===== config.mk =====
export PLATFORM = sky130hd
export DESIGN_NAME = r2y_chroma
export DESIGN_NICKNAME = d
export VERILOG_FILES = /design/src/r2y_pkg.sv /design/src/r2y_chroma.sv
export SDC_FILE = /design/constraint.sdc
export NUM_CORES = 1
export LEC_CHECK = 0
export CORE_AREA = 2 2 134 97
export CTS_CLUSTER_SIZE = 8
export DETAILED_ROUTE_END_ITERATION = 10
export DIE_AREA = 0 0 136 99
export DONT_BUFFER_PORTS = 1
export PLACE_DENSITY = 0.83
export SYNTH_ARGS = -nofsm -noshare
export SYNTH_HDL_FRONTEND = slang
export SYNTH_SLANG_ARGS = --single-unit

===== constraint.sdc =====
create_clock -name clk -period 9.56 [get_ports clk]
set_input_delay 0.478 -clock clk [delete_from_list [all_inputs] [get_ports clk]]
set_output_delay 0.478 -clock clk [all_outputs]
set_load 0.005 [all_outputs]

===== src/r2y_pkg.sv =====
// Shared types and constants for the RGB to YUV 4:2:0 stream converter.
// No dependencies; used by the front, chroma and top modules of the block.
package r2y_pkg;

	// configuration register: pixel pairs per row
	localparam int CFG_W       = 12;
	localparam int PAIRS_RESET = 320;

	// default line buffer depth in pixel pairs
	localparam int MAX_PAIRS_DEFAULT = 2048;

	// packed pair sum: R in [8:0], G in [17:9], B in [26:18]
	localparam int FIELD_W = 9;
	localparam int SUM_W   = 3 * FIELD_W;

	// word handed from the front stage to the chroma stage
	typedef struct packed {
		logic [7:0]       luma;
		logic             chroma_en;
		logic [SUM_W-1:0] pair_sum;
	} s1_t;

endpackage


===== src/r2y_chroma.sv =====
// Chroma stage: 2x2 block averages, Cb/Cr with floor shifts and clamping,
// and the result register. Depends on r2y_pkg.
module r2y_chroma (
	input  logic                      clk,
	input  logic                      load,
	input  r2y_pkg::s1_t              word_s1,
	input  logic [r2y_pkg::SUM_W-1:0] above_s1,
	output logic [7:0]                luma,
	output logic                      chroma_valid,
	output logic [7:0]                blue_difference,
	output logic [7:0]                red_difference
);

	localparam int FW = r2y_pkg::FIELD_W;

	logic [FW:0]        r_sum, g_sum, b_sum;
	logic [7:0]         ra, ga, ba;
	logic signed [17:0] t_cb, t_cr;
	logic [7:0]         cb, cr;

	// floor(t / 256) + 128, clamped to 0..255
	function automatic logic [7:0] clamp_chroma(input logic signed [17:0] t);
		logic signed [9:0] c;
		c = $signed(t[17:8]) + 10'sd128;
		if (c < 10'sd0) begin
			return 8'd0;
		end else if (c > 10'sd255) begin
			return 8'd255;
		end
		return c[7:0];
	endfunction

	// block averages from the pair above and the current pair
	assign r_sum = {1'b0, above_s1[FW-1:0]}      + {1'b0, word_s1.pair_sum[FW-1:0]};
	assign g_sum = {1'b0, above_s1[2*FW-1:FW]}   + {1'b0, word_s1.pair_sum[2*FW-1:FW]};
	assign b_sum = {1'b0, above_s1[3*FW-1:2*FW]} + {1'b0, word_s1.pair_sum[3*FW-1:2*FW]};
	assign ra = r_sum[FW:2];
	assign ga = g_sum[FW:2];
	assign ba = b_sum[FW:2];

	assign t_cb = $signed({10'd0, ba}) * 18'sd128 - $signed({10'd0, ra}) * 18'sd43
		- $signed({10'd0, ga}) * 18'sd84 + 18'sd128;
	assign t_cr = $signed({10'd0, ra}) * 18'sd128 - $signed({10'd0, ga}) * 18'sd107
		- $signed({10'd0, ba}) * 18'sd21 + 18'sd128;

	assign cb = word_s1.chroma_en ? clamp_chroma(t_cb) : 8'd0;
	assign cr = word_s1.chroma_en ? clamp_chroma(t_cr) : 8'd0;

	// result register
	always_ff @(posedge clk) begin
		if (load) begin
			luma            <= word_s1.luma;
			chroma_valid    <= word_s1.chroma_en;
			blue_difference <= cb;
			red_difference  <= cr;
		end
	end

endmodule


# After elaboration in Yosys (flattened, before gate mapping)
# Cells that the tools add are included.
# W data, S select, Z words.
# word_totals
regBits	25
in_bits	65
output_inout_bits	25
elab_cells	33
# op_classes
add_sub_neg	11
multipliers	4
n_lt_le_gt_ge	4
mux	10
# ops
op	n
$mux W8	6
$add A17 B9 Y18 const B	2
$add A9 B9 Y10	3
$mul A8 B5 Y13 const B	2
$add A10 B9 Y10 const B	2
$gt A10 B9 Y1 const B	2
$lt A10 B1 Y1 const B	2
$sub A16 B14 Y17	1
$sub A16 B16 Y17	1
$sub A15 B14 Y16	1
$sub A15 B15 Y16	1
$mul A8 B7 Y15 const B	1
$mul A8 B6 Y14 const B	1
$mux W1	4

# Longest topological paths before layout
# depth
ltp_word	10
depth_mapped	36
mapped_depth_nobuf	36

# Least setup slack after synthesis
# No wires, ideal clock.
# synth_timing
kind	in2reg
startpoint	input port word_s1[2] (netlist bit)
endpoint	register blue_difference[0] (data pin)
setup_ns	0.265
t_arrival_ns	7.637
required_time_ns	9.295
setup_slack_ns	1.658
stages	36
n_path_buf	0
cell_sequence	ha_1 a21oi_1 a21oi_1 or3_1 a21oi_2 o21bai_1 a21oi_1 xnor2_1 inv_1 ha_1 inv_1 fa_1 fa_1 inv_1 fa_1 inv_1 ha_1 a21oi_1 nand2_1 a41oi_1 nor2b_1 xnor2_1 ha_1 ha_1 a21boi_0 nand3_1 a211oi_1 or3_1 o311ai_1 o21a_1 ha_1 nand2_1 nor3_1 a31oi_1 o211ai_2 a21boi_0
# synth_via
elab_chain_cells	10
word_cells_on_any_way	12
classes_between	add/sub: 5; mul: 1; order compare: 2; mux: 4
# synth_lines
item	line	rtl
start: declaration	r2y_chroma.sv:6	input r2y_pkg::s1_t word_s1,
$add A9 B9 Y10 *	r2y_chroma.sv:34	assign r_sum = {1'b0, above_s1[FW-1:0]} + {1'b0, word_s1.pair_sum[FW-1:0]};
$mul A8 B6 Y14 *	r2y_chroma.sv:41	assign t_cb = $signed({10'd0, ba}) * 18'sd128 - $signed({10'd0, ra}) * 18'sd43
$sub A15 B14 Y16 *	r2y_chroma.sv:41	
$sub A16 B16 Y17 *	r2y_chroma.sv:42	- $signed({10'd0, ga}) * 18'sd84 + 18'sd128;
$add A17 B9 Y18 *	r2y_chroma.sv:42	
$add A10 B9 Y10 *	r2y_chroma.sv:24	c = $signed(t[17:8]) + 10'sd128;
$gt A10 B9 Y1	r2y_chroma.sv:27	end else if (c > 10'sd255) begin
$mux W1	r2y_chroma.sv:27	
$mux W1	r2y_chroma.sv:25	if (c < 10'sd0) begin
$mux W8 *	r2y_chroma.sv:30	return c[7:0];
end signal: assignment	r2y_chroma.sv:54	blue_difference <= cb;
end: declaration	r2y_chroma.sv:10	output logic [7:0] blue_difference,
# Mark *: on every way between the ends. The rest lies on a longest branch, timed or not.
# A chain may end at the register's enable or synchronous reset.

# Worst setup path in the final report
# Ends and elaborated chain as after synthesis.

==> metrics.md <==
| Metric | Value |
|---|---|
| Rows | `34` |
| Slowest CP cell | `fa_1` |
| Die X | `136 um` |
| Synth Area in Simple Gates | `0.0745` |
| Grt ovf | `0` |
| Critical Path Fanout Max | `8` |
| Slowest stage delay, CP | `540 ps` |
| Startpoint Class | `input pin` |
| Post-synthesis xor/xnor area fraction | `0.0980` |
| Cell area after synthesis | `0.00715 mm2` |
| DP HPWL | `12,900 um` |
| Multiplexer share of the synthesized area | `0` |
| Max Cap Viol | `0` |
| Largest net degree at the start of global routing | `26` |
| First-pass GRT wire length | `23,300 um` |
| Max Freq | `0.117 GHz` |
| DR vias/cell | `between 5 and 6` |
| CTS buffer count | `3` |
| I/O Pins | `90` |
| Worst Tran Pin Value | `a little over 800 ps` |
| Hold Path Class | `input pin to flip-flop` |
| Multi-input gate area | `0.00577 mm2` |
| Area leader, netlist | `ha_1` |
| Ys Warns | `0` |
| Initial antenna violation count | `2` |
| Crit-path most repeated cell | `ha_1` |
| Clock-pin slew on the worst setup and hold paths | `60 ps` |
| Synthesis-to-layout area growth | `3.85%` |
| Main combinational cell family by area after synthesis | `adder cells` |
| Distinct cells, synth | `49` |
| Initial Utilization | `0.588` |
| H-tree Lvls | `1` |
| Postcts setup bufs | `0` |
| Area fraction in compound gates after synthesis | `0.149` |
| Sequential Area | `751 um2` |
| Clock Tree Buf Depth | `2` |
| Final ANT Viol Nets | `0` |
| Final setup viols | `0` |
| Most frequent cells in the layout | `ha_1, inv_1, xnor2_1, a21oi_1, fa_1` |
| RSZ-0062 raised after global routing | `false` |
| Total track usage | `0.215` |
| Synth area leaders | `ha_1, fa_1, edfxtp_1` |
| CP Class | `input pin to flip-flop` |
| Final hold vios | `0` |
| Post-synth EDFFs | `25` |
| Final wirelength | `14,100 um` |
| Setup TNS | `0 ps` |
| Core area | `0.0122 mm2` |
| Drt wl/cell | `approximately 15 um` |
| Fin crit period | `8570 ps` |
| Synth top area share | `0.362` |
| Syn Inst Count | `around 800` |
| Seq/Total Area, Yosys | `0.105` |
| Syn_nets | `~1,100` |
| Vias in the first global route | `5,092` |
| Worst setup EP type | `flip-flop` |
| Clock sinks | `25` |
| PnR worst setup slack | `a little under 1000 ps` |
| Post-synthesis async set-or-reset flop share | `0` |
| # DRC | `0` |
| GPL Wtd Cong | `0.919` |
| DR pass1 iterations | `4` |
| Main flop type after synthesis | `edfxtp_1` |
| Most common cell after layout, fill and taps aside | `ha_1` |
| Layout Utilization | `0.610` |
| Port Buf Inserts | `0` |
| Slew margin rel. | `0.446` |
| DRT iter0 DRCs | `179` |
| Layout Nets | `between 1,000 and 1,500` |
| Avg Synthesized Cell Area | `9.07 um2` |
| Layout cell share with drive strength beyond 1 | `0.0253` |
| WHS Path Cells | `0` |
| Resized Gates After CTS | `0` |
| Layout fillers | `about 1,100` |
| Post-synthesis register bit count | `25` |
| WP data arrival | `8550 ps` |
| Die extent in y | `approximately 99 um` |
| CP required | `9540 ps` |
| Pre-CTS setup slack | `850 ps` |
| # diodes | `0` |
| Max-slew violations | `0` |
| Via count | `5,272` |
| Root buf cell | `clkbuf_16` |
| Die ar. | `roughly 0.013 mm2` |
| Synth Area in Adders | `0.485` |
| TritonCTS clock tree | `done` |
| Status | `finished clean` |
| Post-CTS Hold Fix Bufs | `0` |
| Fin crit share | `0.896` |
[synth_stat cells, drive strengths merged, types with 2 or more instances]
library cell / instances
a211oi: 4
a21boi: 17
a21o: 18
a21oi: 50
a31o: 3
a31oi: 9
a41o: 2
a41oi: 2
and2: 5
and3: 5
edfxtp: 25
fa: 44
ha: 207
inv: 164
nand2: 23
nand2b: 3
nand3: 8
nand3b: 2
nand4: 5
nor2: 21
nor2b: 11
nor3: 14
o211ai: 5
o21a: 8
o21ai: 24
o21ba: 2
o21bai: 6
o22ai: 2
o31a: 2
or2: 4
or3: 4
xnor2: 52
xor2: 28
[flip-flops by register name, summed over array words and instances (netlist names)]
register	count
chroma_valid	1
blue_difference	8
luma	8
red_difference	8
[routing by layer]
| metal | vias to the layer above | share of wire | GRT usage |
|---|---|---|---|
| li1 | 2705 | - | - |
| met1 | 2389 | 0.52 | 0.321 |
| met2 | 154 | 0.40 | 0.329 |
| met3 | 20 | 0.073 | 0.0360 |
| met4 | 4 | 0.012 | 0.0393 |
| met5 | - | 0.0015 | 0 |
[cells by family after synthesis]
family / count (synthesis)
fa+ha+maj: 251
buf+inv: 166
compound gates: 160
simple gates: 106
xor+xnor: 80
flops: 25
[final timing paths]
kind / start / end / slack (ps)
min: word_s1[30] / luma[2]$_DFFE_PP_ / 320
max: word_s1[2] / blue_difference[0]$_SDFFCE_PN0P_ / 990
[layout make-up]
| class | instances | share of cell area |
|---|---|---|
| clock buffer | 3 | 0.0101 |
| clock inverter | 1 | 0.000674 |
| inverter | 164 | 0.0829 |
| multi-input combinational | 597 | 0.777 |
| sequential | 25 | 0.101 |
| tap | 162 | 0.0273 |
| timing repair buffer | 1 | 0.00101 |
[stage by stage]
stage | cells | instance area [um2] | hold slack (ps)
after floorplan | 788 | 7150 | 577
after global placement | 949 | 7350 | 577
after detailed placement | 949 | 7350 | 577
after CTS | 953 | 7430 | 311
after global routing | 953 | 7430 | 306
final | 953 | 7430 | 317
[critical path, delay by kind of cell]
kind / cells / cell delay [ps]
adders and majority gates: 9 / 3280
AOI/OAI and AO/OA: 14 / 3070
and+or+nand+nor: 7 / 1030
xor gates and xnor gates: 2 / 400
buffers and inverters: 4 / 270
Power is left out: the tool's default activity adds up to more than one toggle a clock period on the data nets, which glitch-free logic cannot reach.
